[src/rtl/tbgc_pkg.sv]
// Shared types, constants and helpers for the two-button gesture classifier.
package tbgc_pkg;

  localparam int unsigned TIME_BITS = 48;
  localparam int unsigned CFG_BITS  = 24;
  localparam int unsigned VOL_BITS  = 11;
  localparam int unsigned IDX_BITS  = 2;

  localparam logic [IDX_BITS-1:0] CFG_HOLD_TIME    = 2'd0;
  localparam logic [IDX_BITS-1:0] CFG_CLICK_WINDOW = 2'd1;
  localparam logic [IDX_BITS-1:0] CFG_ACTIVE_LOW   = 2'd2;

  localparam logic [CFG_BITS-1:0] HOLD_TIME_RST    = 24'd1000000;
  localparam logic [CFG_BITS-1:0] CLICK_WINDOW_RST = 24'd400000;

  // Volume levels, Q1.10
  localparam logic [VOL_BITS-1:0] VOL_TH_LOW  = 11'd205;
  localparam logic [VOL_BITS-1:0] VOL_TH_MID  = 11'd461;
  localparam logic [VOL_BITS-1:0] VOL_TH_HIGH = 11'd820;
  localparam logic [VOL_BITS-1:0] VOL_LVL_LOW  = 11'd307;
  localparam logic [VOL_BITS-1:0] VOL_LVL_MID  = 11'd614;
  localparam logic [VOL_BITS-1:0] VOL_LVL_FULL = 11'd1024;
  localparam logic [VOL_BITS-1:0] VOL_LVL_MIN  = 11'd102;

  localparam logic [1:0] CLICKS_ONE = 2'd1;
  localparam logic [1:0] CLICKS_TWO = 2'd2;

  typedef enum logic [2:0] {
    EV1_NONE   = 3'd0,
    EV1_HOLD   = 3'd1,
    EV1_DOUBLE = 3'd2,
    EV1_PAUSE  = 3'd3,
    EV1_RESUME = 3'd4
  } first_ev_e;

  typedef enum logic [1:0] {
    EV2_NONE      = 2'd0,
    EV2_LOOP      = 2'd1,
    EV2_NEXT_LIST = 2'd2,
    EV2_NEXT_SONG = 2'd3
  } second_ev_e;

  // Per-poll control handed to each button tracker
  typedef struct packed {
    logic                 step;
    logic                 pressed;
    logic [TIME_BITS-1:0] now;
    logic [CFG_BITS-1:0]  hold_time;
    logic [CFG_BITS-1:0]  click_window;
  } btn_ctl_t;

  function automatic logic [VOL_BITS-1:0] step_volume(input logic [VOL_BITS-1:0] v);
    logic [VOL_BITS-1:0] r;
    if (v < VOL_TH_LOW) r = VOL_LVL_LOW;
    else if (v < VOL_TH_MID) r = VOL_LVL_MID;
    else if (v < VOL_TH_HIGH) r = VOL_LVL_FULL;
    else r = VOL_LVL_MIN;
    return r;
  endfunction

endpackage

[src/rtl/tbgc_first_btn.sv]
// Press tracker for the first button: hold, double click, pause/resume.
module tbgc_first_btn (
  input  logic                clk_i,
  input  logic                rst_ni,
  input  tbgc_pkg::btn_ctl_t  ctl_i,
  input  logic                playing_i,
  output tbgc_pkg::first_ev_e event_o
);
  import tbgc_pkg::*;

  logic                 down_q, down_d;
  logic                 hold_q, hold_d;
  logic [1:0]           clicks_q, clicks_d;
  logic [TIME_BITS-1:0] press_time_q, press_time_d;
  logic [TIME_BITS-1:0] click_time_q, click_time_d;
  logic [TIME_BITS-1:0] press_elapsed, click_elapsed;
  logic [TIME_BITS-1:0] hold_ext, window_ext;
  logic                 clicked;
  first_ev_e            ev;

  assign press_elapsed = ctl_i.now - press_time_q;
  assign click_elapsed = ctl_i.now - click_time_q;
  assign hold_ext      = TIME_BITS'(ctl_i.hold_time);
  assign window_ext    = TIME_BITS'(ctl_i.click_window);

  always_comb begin
    down_d       = down_q;
    hold_d       = hold_q;
    clicks_d     = clicks_q;
    press_time_d = press_time_q;
    click_time_d = click_time_q;
    clicked      = 1'b0;
    ev           = EV1_NONE;
    if (ctl_i.pressed) begin
      if (!down_q) begin
        down_d       = 1'b1;
        press_time_d = ctl_i.now;
        hold_d       = 1'b0;
      end else if (!hold_q && (press_elapsed > hold_ext)) begin
        ev       = EV1_HOLD;
        hold_d   = 1'b1;
        clicks_d = '0;
      end
    end else begin
      if (down_q) begin
        // release exactly at hold time is not a click
        if (!hold_q && (press_elapsed < hold_ext)) begin
          clicks_d     = clicks_q + 2'd1;
          click_time_d = ctl_i.now;
          clicked      = 1'b1;
          if (clicks_d == CLICKS_TWO) begin
            ev       = EV1_DOUBLE;
            clicks_d = '0;
          end
        end
        down_d = 1'b0;
      end
      // a click taken this poll has zero elapsed time, never past the window
      if ((clicks_d == CLICKS_ONE) && !clicked && (click_elapsed > window_ext)) begin
        ev       = playing_i ? EV1_PAUSE : EV1_RESUME;
        clicks_d = '0;
      end
    end
  end

  assign event_o = ev;

  always_ff @(posedge clk_i or negedge rst_ni) begin
    if (!rst_ni) begin
      down_q       <= 1'b0;
      hold_q       <= 1'b0;
      clicks_q     <= '0;
      press_time_q <= '0;
      click_time_q <= '0;
    end else if (ctl_i.step) begin
      down_q       <= down_d;
      hold_q       <= hold_d;
      clicks_q     <= clicks_d;
      press_time_q <= press_time_d;
      click_time_q <= click_time_d;
    end
  end

endmodule

[src/rtl/tbgc_second_btn.sv]
// Press tracker for the second button: loop toggle, next list, next song.
module tbgc_second_btn (
  input  logic                 clk_i,
  input  logic                 rst_ni,
  input  tbgc_pkg::btn_ctl_t   ctl_i,
  input  logic                 multi_i,
  output tbgc_pkg::second_ev_e event_o
);
  import tbgc_pkg::*;

  logic                 down_q, down_d;
  logic                 hold_q, hold_d;
  logic [1:0]           clicks_q, clicks_d;
  logic [TIME_BITS-1:0] press_time_q, press_time_d;
  logic [TIME_BITS-1:0] click_time_q, click_time_d;
  logic [TIME_BITS-1:0] press_elapsed, click_elapsed;
  logic [TIME_BITS-1:0] hold_ext, window_ext;
  logic                 clicked;
  second_ev_e           ev;

  assign press_elapsed = ctl_i.now - press_time_q;
  assign click_elapsed = ctl_i.now - click_time_q;
  assign hold_ext      = TIME_BITS'(ctl_i.hold_time);
  assign window_ext    = TIME_BITS'(ctl_i.click_window);

  always_comb begin
    down_d       = down_q;
    hold_d       = hold_q;
    clicks_d     = clicks_q;
    press_time_d = press_time_q;
    click_time_d = click_time_q;
    clicked      = 1'b0;
    ev           = EV2_NONE;
    if (ctl_i.pressed) begin
      if (!down_q) begin
        down_d       = 1'b1;
        press_time_d = ctl_i.now;
        hold_d       = 1'b0;
      end else if (!hold_q && (press_elapsed > hold_ext)) begin
        ev       = EV2_LOOP;
        hold_d   = 1'b1;
        clicks_d = '0;
      end
    end else begin
      if (down_q) begin
        if (!hold_q) begin
          if (multi_i) begin
            clicks_d     = clicks_q + 2'd1;
            click_time_d = ctl_i.now;
            clicked      = 1'b1;
            if (clicks_d == CLICKS_TWO) begin
              ev       = EV2_NEXT_LIST;
              clicks_d = '0;
            end
          end else begin
            ev       = EV2_NEXT_SONG;
            clicks_d = '0;
          end
        end
        down_d = 1'b0;
      end
      // pending click only resolves while in multi-list mode
      if (multi_i && (clicks_d == CLICKS_ONE) && !clicked &&
          (click_elapsed > window_ext)) begin
        ev       = EV2_NEXT_SONG;
        clicks_d = '0;
      end
    end
  end

  assign event_o = ev;

  always_ff @(posedge clk_i or negedge rst_ni) begin
    if (!rst_ni) begin
      down_q       <= 1'b0;
      hold_q       <= 1'b0;
      clicks_q     <= '0;
      press_time_q <= '0;
      click_time_q <= '0;
    end else if (ctl_i.step) begin
      down_q       <= down_d;
      hold_q       <= hold_d;
      clicks_q     <= clicks_d;
      press_time_q <= press_time_d;
      click_time_q <= click_time_d;
    end
  end

endmodule

[src/rtl/two_button_gesture_classifier_core.sv]
// Two-button gesture classifier: one poll in, one classified result out per cycle
// while the output is not stalled. Each accepted poll is captured in an input
// register, classified by both button trackers and placed in a result register,
// so a poll can be accepted every cycle while results are taken. Throughput is one
// poll per cycle, limited only by the result register being taken downstream; the
// trackers' 48-bit elapsed-time subtract and compare sets the critical path.
// Configuration writes take effect on the next poll.
module two_button_gesture_classifier_core (
  input  logic                                       clk_i,
  input  logic                                       rst_ni,
  input  logic                                       cfg_we_i,
  input  logic [tbgc_pkg::IDX_BITS-1:0]              cfg_idx_i,
  input  logic [tbgc_pkg::CFG_BITS-1:0]              cfg_data_i,
  input  logic                                       in_valid_i,
  output logic                                       in_ready_o,
  input  logic                                       first_level_i,
  input  logic                                       second_level_i,
  input  logic [tbgc_pkg::TIME_BITS-1:0]             now_us_i,
  input  logic                                       is_playing_i,
  input  logic                                       multi_list_mode_i,
  input  logic                                       loop_now_i,
  input  logic [tbgc_pkg::VOL_BITS-1:0]              volume_now_i,
  output logic                                       out_valid_o,
  input  logic                                       out_ready_i,
  output logic [2:0]                                 first_event_o,
  output logic [1:0]                                 second_event_o,
  output logic [tbgc_pkg::VOL_BITS-1:0]              volume_next_o,
  output logic                                       loop_next_o
);
  import tbgc_pkg::*;

  // configuration
  logic [CFG_BITS-1:0] hold_time_q;
  logic [CFG_BITS-1:0] click_window_q;
  logic                active_low_q;

  always_ff @(posedge clk_i or negedge rst_ni) begin
    if (!rst_ni) begin
      hold_time_q    <= HOLD_TIME_RST;
      click_window_q <= CLICK_WINDOW_RST;
      active_low_q   <= 1'b1;
    end else if (cfg_we_i) begin
      case (cfg_idx_i)
        CFG_HOLD_TIME:    hold_time_q    <= cfg_data_i;
        CFG_CLICK_WINDOW: click_window_q <= cfg_data_i;
        CFG_ACTIVE_LOW:   active_low_q   <= cfg_data_i[0];
        default:          ;
      endcase
    end
  end

  // input register
  logic                 s1_valid_q;
  logic                 s1_first_lvl_q, s1_second_lvl_q;
  logic [TIME_BITS-1:0] s1_now_q;
  logic                 s1_playing_q, s1_multi_q, s1_loop_q;
  logic [VOL_BITS-1:0]  s1_vol_q;

  logic advance, step;

  assign advance    = !out_valid_o || out_ready_i;
  assign in_ready_o = !s1_valid_q || advance;
  assign step       = s1_valid_q && advance;

  always_ff @(posedge clk_i or negedge rst_ni) begin
    if (!rst_ni) begin
      s1_valid_q <= 1'b0;
    end else if (in_ready_o) begin
      s1_valid_q <= in_valid_i;
    end
  end

  always_ff @(posedge clk_i) begin
    if (in_ready_o && in_valid_i) begin
      s1_first_lvl_q  <= first_level_i;
      s1_second_lvl_q <= second_level_i;
      s1_now_q        <= now_us_i;
      s1_playing_q    <= is_playing_i;
      s1_multi_q      <= multi_list_mode_i;
      s1_loop_q       <= loop_now_i;
      s1_vol_q        <= volume_now_i;
    end
  end

  // classification
  btn_ctl_t   first_ctl, second_ctl;
  first_ev_e  ev1;
  second_ev_e ev2;

  always_comb begin
    first_ctl.step         = step;
    first_ctl.pressed      = active_low_q ? !s1_first_lvl_q : s1_first_lvl_q;
    first_ctl.now          = s1_now_q;
    first_ctl.hold_time    = hold_time_q;
    first_ctl.click_window = click_window_q;
    second_ctl             = first_ctl;
    second_ctl.pressed     = active_low_q ? !s1_second_lvl_q : s1_second_lvl_q;
  end

  tbgc_first_btn u_first (
    .clk_i     (clk_i),
    .rst_ni    (rst_ni),
    .ctl_i     (first_ctl),
    .playing_i (s1_playing_q),
    .event_o   (ev1)
  );

  tbgc_second_btn u_second (
    .clk_i   (clk_i),
    .rst_ni  (rst_ni),
    .ctl_i   (second_ctl),
    .multi_i (s1_multi_q),
    .event_o (ev2)
  );

  // result register
  logic                out_valid_q;
  logic [2:0]          ev1_q;
  logic [1:0]          ev2_q;
  logic [VOL_BITS-1:0] vol_next_q;
  logic                loop_next_q;

  always_ff @(posedge clk_i or negedge rst_ni) begin
    if (!rst_ni) begin
      out_valid_q <= 1'b0;
    end else if (advance) begin
      out_valid_q <= s1_valid_q;
    end
  end

  always_ff @(posedge clk_i) begin
    if (step) begin
      ev1_q       <= ev1;
      ev2_q       <= ev2;
      vol_next_q  <= (ev1 == EV1_HOLD) ? step_volume(s1_vol_q) : s1_vol_q;
      loop_next_q <= (ev2 == EV2_LOOP) ? !s1_loop_q : s1_loop_q;
    end
  end

  assign out_valid_o    = out_valid_q;
  assign first_event_o  = ev1_q;
  assign second_event_o = ev2_q;
  assign volume_next_o  = vol_next_q;
  assign loop_next_o    = loop_next_q;

endmodule
[config.mk]
export PLATFORM = sky130hd
export DESIGN_NAME = two_button_gesture_classifier_core
export DESIGN_NICKNAME = d
export VERILOG_FILES = /design/src/rtl/tbgc_pkg.sv /design/src/rtl/tbgc_first_btn.sv /design/src/rtl/tbgc_second_btn.sv /design/src/rtl/two_button_gesture_classifier_core.sv
export SDC_FILE = /design/constraint.sdc
export NUM_CORES = 1
export LEC_CHECK = 0
export BUFFER_PORTS_ARGS = -buffer_cell sky130_fd_sc_hd__buf_4
export CORE_MARGIN = 3
export CORE_UTILIZATION = 30
export CTS_CLUSTER_SIZE = 40
export DETAILED_ROUTE_END_ITERATION = 6
export GPL_TIMING_DRIVEN = 1
export PLACE_DENSITY = 0.47
export REMOVE_ABC_BUFFERS = 1
export SETUP_SLACK_MARGIN = 0.3
export SLEW_MARGIN = 5
export SYNTH_ARGS = -nofsm -noshare
export SYNTH_HDL_FRONTEND = slang
export SYNTH_SLANG_ARGS = --single-unit
[constraint.sdc]
create_clock -name clk_i -period 4.9 [get_ports clk_i]
set_input_delay 0.735 -clock clk_i [delete_from_list [all_inputs] [get_ports clk_i]]
set_output_delay 0.735 -clock clk_i [all_outputs]
set_load 0.01 [all_outputs]
Word level (Yosys, flattened, before mapping). Cells that the tools add are included.

Register bits after elaboration: 332. Input port bits: 95.

$add $sub $neg: 6. Order comparisons: 8. Eq/ne operators: 14. Multiplexer cells: 53. Bitwise logic cells: 5. Reduce and logical (&&, ||, !) cells: 33.

Operator list (number): 48-bit by 24-bit > comparator with 1-bit output (4); 48-bit subtractor (4); 2-bit two-way mux (25); 48-bit by 24-bit < comparator with 1-bit output (1); 11-bit two-way mux (4); 1-bit two-way mux (18); 3-bit two-way mux (6); 3-bit AND reduction (6); 11-bit by 10-bit < comparator with 1-bit output (second input constant) (1); 11-bit by 8-bit < comparator with 1-bit output (second input constant) (1); 11-bit by 9-bit < comparator with 1-bit output (second input constant) (1); 1-bit logical AND (10); 1-bit logical NOT (9); 2-bit by 1-bit equality test with 1-bit output (second input constant) (4); 2-bit by 1-bit inequality test with 1-bit output (second input constant) (4); 2-bit equality test (second input constant) (3); 2-bit AND reduction (3); 1-bit NOT (5); 5-bit AND reduction (1); 2-bit by 1-bit adder with 2-bit output (second input constant) (2); 2-bit inequality test (second input constant) (2); 4-bit AND reduction (1); 3-bit by 1-bit equality test with 1-bit output (second input constant) (1); 2-bit logical NOT (1); 1-bit logical OR (2).

Depth between registers and ports, before layout.
Depth in word-level cells: 15. Mapped depth: 26. Gate-level depth less buffers: 25.

Cells and area by module. Synthesis repeated with hierarchy kept, for this count alone.

Cells, all modules: 3308. Area, all modules: 28167.0 um^2.

Modules (own cells, without submodules): tbgc_first_btn (instances 1, cells an instance 1486, area an instance 11964.0 um^2, seq. area each 2502.4 um^2); tbgc_second_btn (instances 1, cells an instance 1588, area an instance 11549.8 um^2, seq. area each 2502.4 um^2); two_button_gesture_classifier_core (instances 1, cells an instance 234, area an instance 4653.2 um^2, seq. area each 3726.1 um^2).

Worst setup path after synthesis. No wires, ideal clock.

Path kind: reg-to-reg. From: register s1_now_q[0]. To: register ev2_q[0], in the netlist second_event_o[0] (data pin). Library setup time: 0.265 ns. Arrival: 4.806 ns. Required time: 4.635 ns. Path slack: -0.171 ns. Stages on the path, launching flop included: 24. Period minus slack after synthesis: 5.071 ns. Path through: edfxtp_1 > inv_1 > ha_1 > inv_1 > fa_1 > a21o_1 > a311oi_1 > nor4b_1 > nor2_1 > o21ai_0 > xor2_1 > ha_1 > a21oi_1 > nand2_1 > a22o_1 > a2111o_1 > a211oi_1 > a31oi_1 > nor4_1 > and4_1 > nand4_1 > a2111o_1 > o211ai_1 > o21ai_0.

Cells in the longest elaborated chain, start to end: 6.

RTL lines: from (decl) (RTL line two_button_gesture_classifier_core.sv:55) `logic [TIME_BITS-1:0] s1_now_q;`; from (signal assigned) (RTL line two_button_gesture_classifier_core.sv:77) `s1_now_q <= now_us_i;`; 48-bit subtractor (RTL line tbgc_second_btn.sv:21) `assign press_elapsed = ctl_i.now - press_time_q;`; 48-bit by 24-bit > comparator with 1-bit output (RTL line tbgc_second_btn.sv:39) `end else if (!hold_q && (press_elapsed > hold_ext)) begin`; 1-bit logical AND (RTL line tbgc_second_btn.sv:39); 1-bit two-way mux (RTL line tbgc_second_btn.sv:39); 2-bit two-way mux (RTL line tbgc_second_btn.sv:35) `if (!down_q) begin`; 2-bit two-way mux * (RTL line tbgc_second_btn.sv:34) `if (ctl_i.pressed) begin`; named net ev2[0] (RTL line two_button_gesture_classifier_core.sv:88) `second_ev_e ev2;`; to (signal assigned) (RTL line two_button_gesture_classifier_core.sv:134) `ev2_q <= ev2;`; to (decl) (RTL line two_button_gesture_classifier_core.sv:119) `logic [1:0] ev2_q;`.

The timed path passes the listed nets; every way through them passes the cells marked *. A chain may end at the register's enable or synchronous reset.

Worst setup path after layout. Ends and elaborated chain as after synthesis.

==> impl_metrics.toml <==
[status]
status = "complete, but fails checks"
violations = "setup timing"

[critical_path]
regToRegEndpoint = "second_event_o[0]$_DFFE_PP_"
crit_type = "flop to flop"
ff2ff_path_depth = 25
critPathRequiredTime_ns = 5.21
crit_arrival_ns = 5.65
reg2reg_from = "s1_now_q[0]$_DFFE_PP_"
crit_path_start_kind = "flop"
cp-end-kind = "flop"
critPathMaxFanout = 5
reg2reg_setup_slack_ns = -0.44

[power]
ir_worst_vdd_v = 0.000262
power_density_nw_per_um2 = 553
pwr-share-seq_pct = 19.3
switchingPower_w = 0.00851
comb_power_share_pct = 63.9
intPower_w = 0.0113
p_leak_nw = 16.2
p_total_w = 0.0198
switching_share_pct = 42.9
p_clk_share_pct = 16.8

[detailed_routing]
ant_nets = 0
routed_wl_um = 94600
dr.pass1.iters = 5
route.detailed.wl_per_inst_um = 18.9
drt_iter0_drc = 1487
viasPerCell = 5.10
drc_errors = 0
vias = 25400

[finish]
nets = 4178
drive_above_1_share_pct = 27.0
final_util_pct = 40.4
area_growth_pct = 32.7
diodes = 0
fill_cells = 9065

[sta]
max_freq_ghz = 0.187
setup-violations-final = 71
tightestPinTransition_ns = 1.04
final-hold-violation-count = 0
fin_skew_ns = 0.0180
slew_headroom_pct = 30.6
finalCriticalPeriod_ns = 5.34
finalMaxSlewViolations = 0
rsz0062_at_grt = "yes"
fin_worst_hold_slack_ns = 0.183
timing.final.crit_share_pct = 109
fin_ws_ns = -0.438

[placement]
place_congestion = 0.914
dp_hpwl_um = 75500
post-place-ws_ns = -0.939
portBuffers = 113

[synth]
ys_ff_latch = 332
synth.avg_cell_area_um2 = 8.47
synth_area_leader_cell = "dfrtp_1"
netlist_instances = 3197
synth-edff-count = 81
synth_top_area_share_pct = 21.9
synth_area_um2 = 27100
yosysMostFrequentCell = "nand2_1"
yosysUniqueCellTypes = 92
synthTopCellsByArea = "dfrtp_1 22%, ha_1 13%, edfxtp_1 9.0%, o21ai_0 5.7%, nand2_1 5.2%"
synth_commonest_cells = "378 x nand2_1, 310 x o21ai_0, 287 x inv_1, 284 x ha_1, 267 x a21oi_1"
synth_ff_type = "dfrtp_1"
ys_async_sr_fraction_pct = 75.6
ys_warn_count = 0
yosysSeqAreaShare_pct = 32.3

[clocking]
cts_sinks = 332
tritoncts = "yes"
path_clk_slew_ns = 0.06
cts_hold_repair.buffers = 0
cts-htree-levels = 2
clk_latency_ns = 0.57
numCtsBuffers = 44
cts_buffer_depth = 3
clock-root-buffer = "clkbuf_16"

[min_path]
hp-class = "primary input to async pin"

[global_route]
met3_usage_pct = 1.94
antenna_found_initial = 0
grt_pass1_wl_um = 145000
overflow = 0
grt.total_usage_pct = 19.6
met2_usage_pct = 31.4
grt_max_degree = 100
grtUsageMet1_pct = 28.1
globalRoute.busiestLayer = "met2"
grt_pass1_vias = 25000

[floorplan]
dieArea_um2 = 93900
initial_core_util_pct = 30.4
rows = 109
die_h_um = 306
ioPinCount = 114
die_w_um = 306
coreArea_um2 = 88900

[job]
maxCapViolations = 0
power groups by stage:
stage	Combinational, W	Clock (W)	Sequential, W
2_1_floorplan	0.00746	0	0.00383
3_3_place_gp	0.0119	0	0.00387
3_5_place_dp	0.0119	0	0.00388
4_1_cts	0.0124	0.00345	0.00384
5_1_grt	0.0141	0.00355	0.00391
6_report	0.0127	0.00333	0.00384
critical path: stages, from the launching register on:
cell	delay (ns)
edfxtp_1	0.40
inv_2	0.09
buf_6	0.10
buf_12	0.10
ha_4	0.13
inv_2	0.03
fa_2	0.33
a21o_1	0.19
a311oi_2	0.36
nor4b_2	0.11
nor2_1	0.19
o21ai_2	0.09
xor2_1	0.16
ha_1	0.35
a21oi_2	0.13
nand2_1	0.06
a22o_1	0.22
a2111o_1	0.33
a211oi_2	0.22
a31oi_2	0.10
nor4_2	0.27
and4_1	0.22
nand4_1	0.11
a2111o_1	0.48
o211ai_1	0.21
o21ai_1	0.09
final cells by class:
cell class	count	area, um^2	area share (%)
Multi-Input combinational cell	2463	17600	49.0
Tap cell	1165	1460	4.06
Inverter	287	1080	3.00
Clock inverter	25	263	0.732
Clock buffer	55	1220	3.41
Timing Repair Buffer	667	5550	15.5
Sequential cell	332	8730	24.3
cells in the final DEF, fill, tap and decap left out, types with 46 or more instances in the layout:
cell type,n
a21o_1,76
a21oi_1,247
buf_4,618
clkbuf_16,46
dfrtp_1,237
edfxtp_1,81
ha_1,274
inv_1,282
mux2_2,81
nand2_1,353
nand3_1,61
nand4_1,77
nor2_1,153
nor3_1,49
o21ai_0,248
o21ai_1,50
xnor2_1,90
xor2_1,58
repair_timing:
item	4_1_cts	5_1_grt
buffers inserted	37	19
gates resized for setup	160	117
setup endpoints to repair	71	71
pin swaps	70	72
gates cloned	10	1
metrics by stage:
stage | cells | setup TNS (ns) | instance area (um^2)
floorplan | 3081 | -129.93 | 26600
global placement | 4847 | -21.87 | 32600
detailed placement | 4847 | -24.74 | 32600
CTS | 4974 | -18.42 | 35300
global route | 4994 | -42.32 | 35900
finish | 4994 | -25.90 | 35900
cells by family after synthesis:
logic type,after synthesis,synth area share [%]
flops,332,32.3
mux,108,4.45
xor+xnor,148,4.79
buf+inv,403,5.87
compound gates,986,22.7
fa+ha+maj,288,13.4
simple gates,932,16.6
per-layer routing:
metal	vias up	share of wire, %
met5	-	0
met4	0	2.9
met3	120	3.8
met2	441	44
met1	12100	49
li1	12800	-
worst max path at each step:
stage	startpoint	end	slack, ns
floorplan	s1_now_q[0]$_DFFE_PP_	u_first.click_time_q[0]$_DFFE_PN0P_	-1.33
global placement	s1_now_q[0]$_DFFE_PP_	second_event_o[0]$_DFFE_PP_	-0.91
detailed placement	s1_now_q[0]$_DFFE_PP_	second_event_o[0]$_DFFE_PP_	-0.94
CTS	s1_now_q[0]$_DFFE_PP_	first_event_o[0]$_DFFE_PP_	-0.43
global route	s1_now_q[0]$_DFFE_PP_	second_event_o[0]$_DFFE_PP_	-0.68
finish	s1_now_q[0]$_DFFE_PP_	second_event_o[0]$_DFFE_PP_	-0.44
flip-flops by register name, summed over array words and instances (netlist names), 2 cells and up:
register / flops
click_window_q: 24
first_event_o: 3
hold_time_q: 24
s1_now_q: 48
s1_vol_q: 11
second_event_o: 2
u_first.click_time_q: 48
u_first.clicks_q: 2
u_first.press_time_q: 48
u_second.click_time_q: 48
u_second.clicks_q: 2
u_second.press_time_q: 48
volume_next_o: 11
No activity file was read; power rests on OpenSTA's default activity.
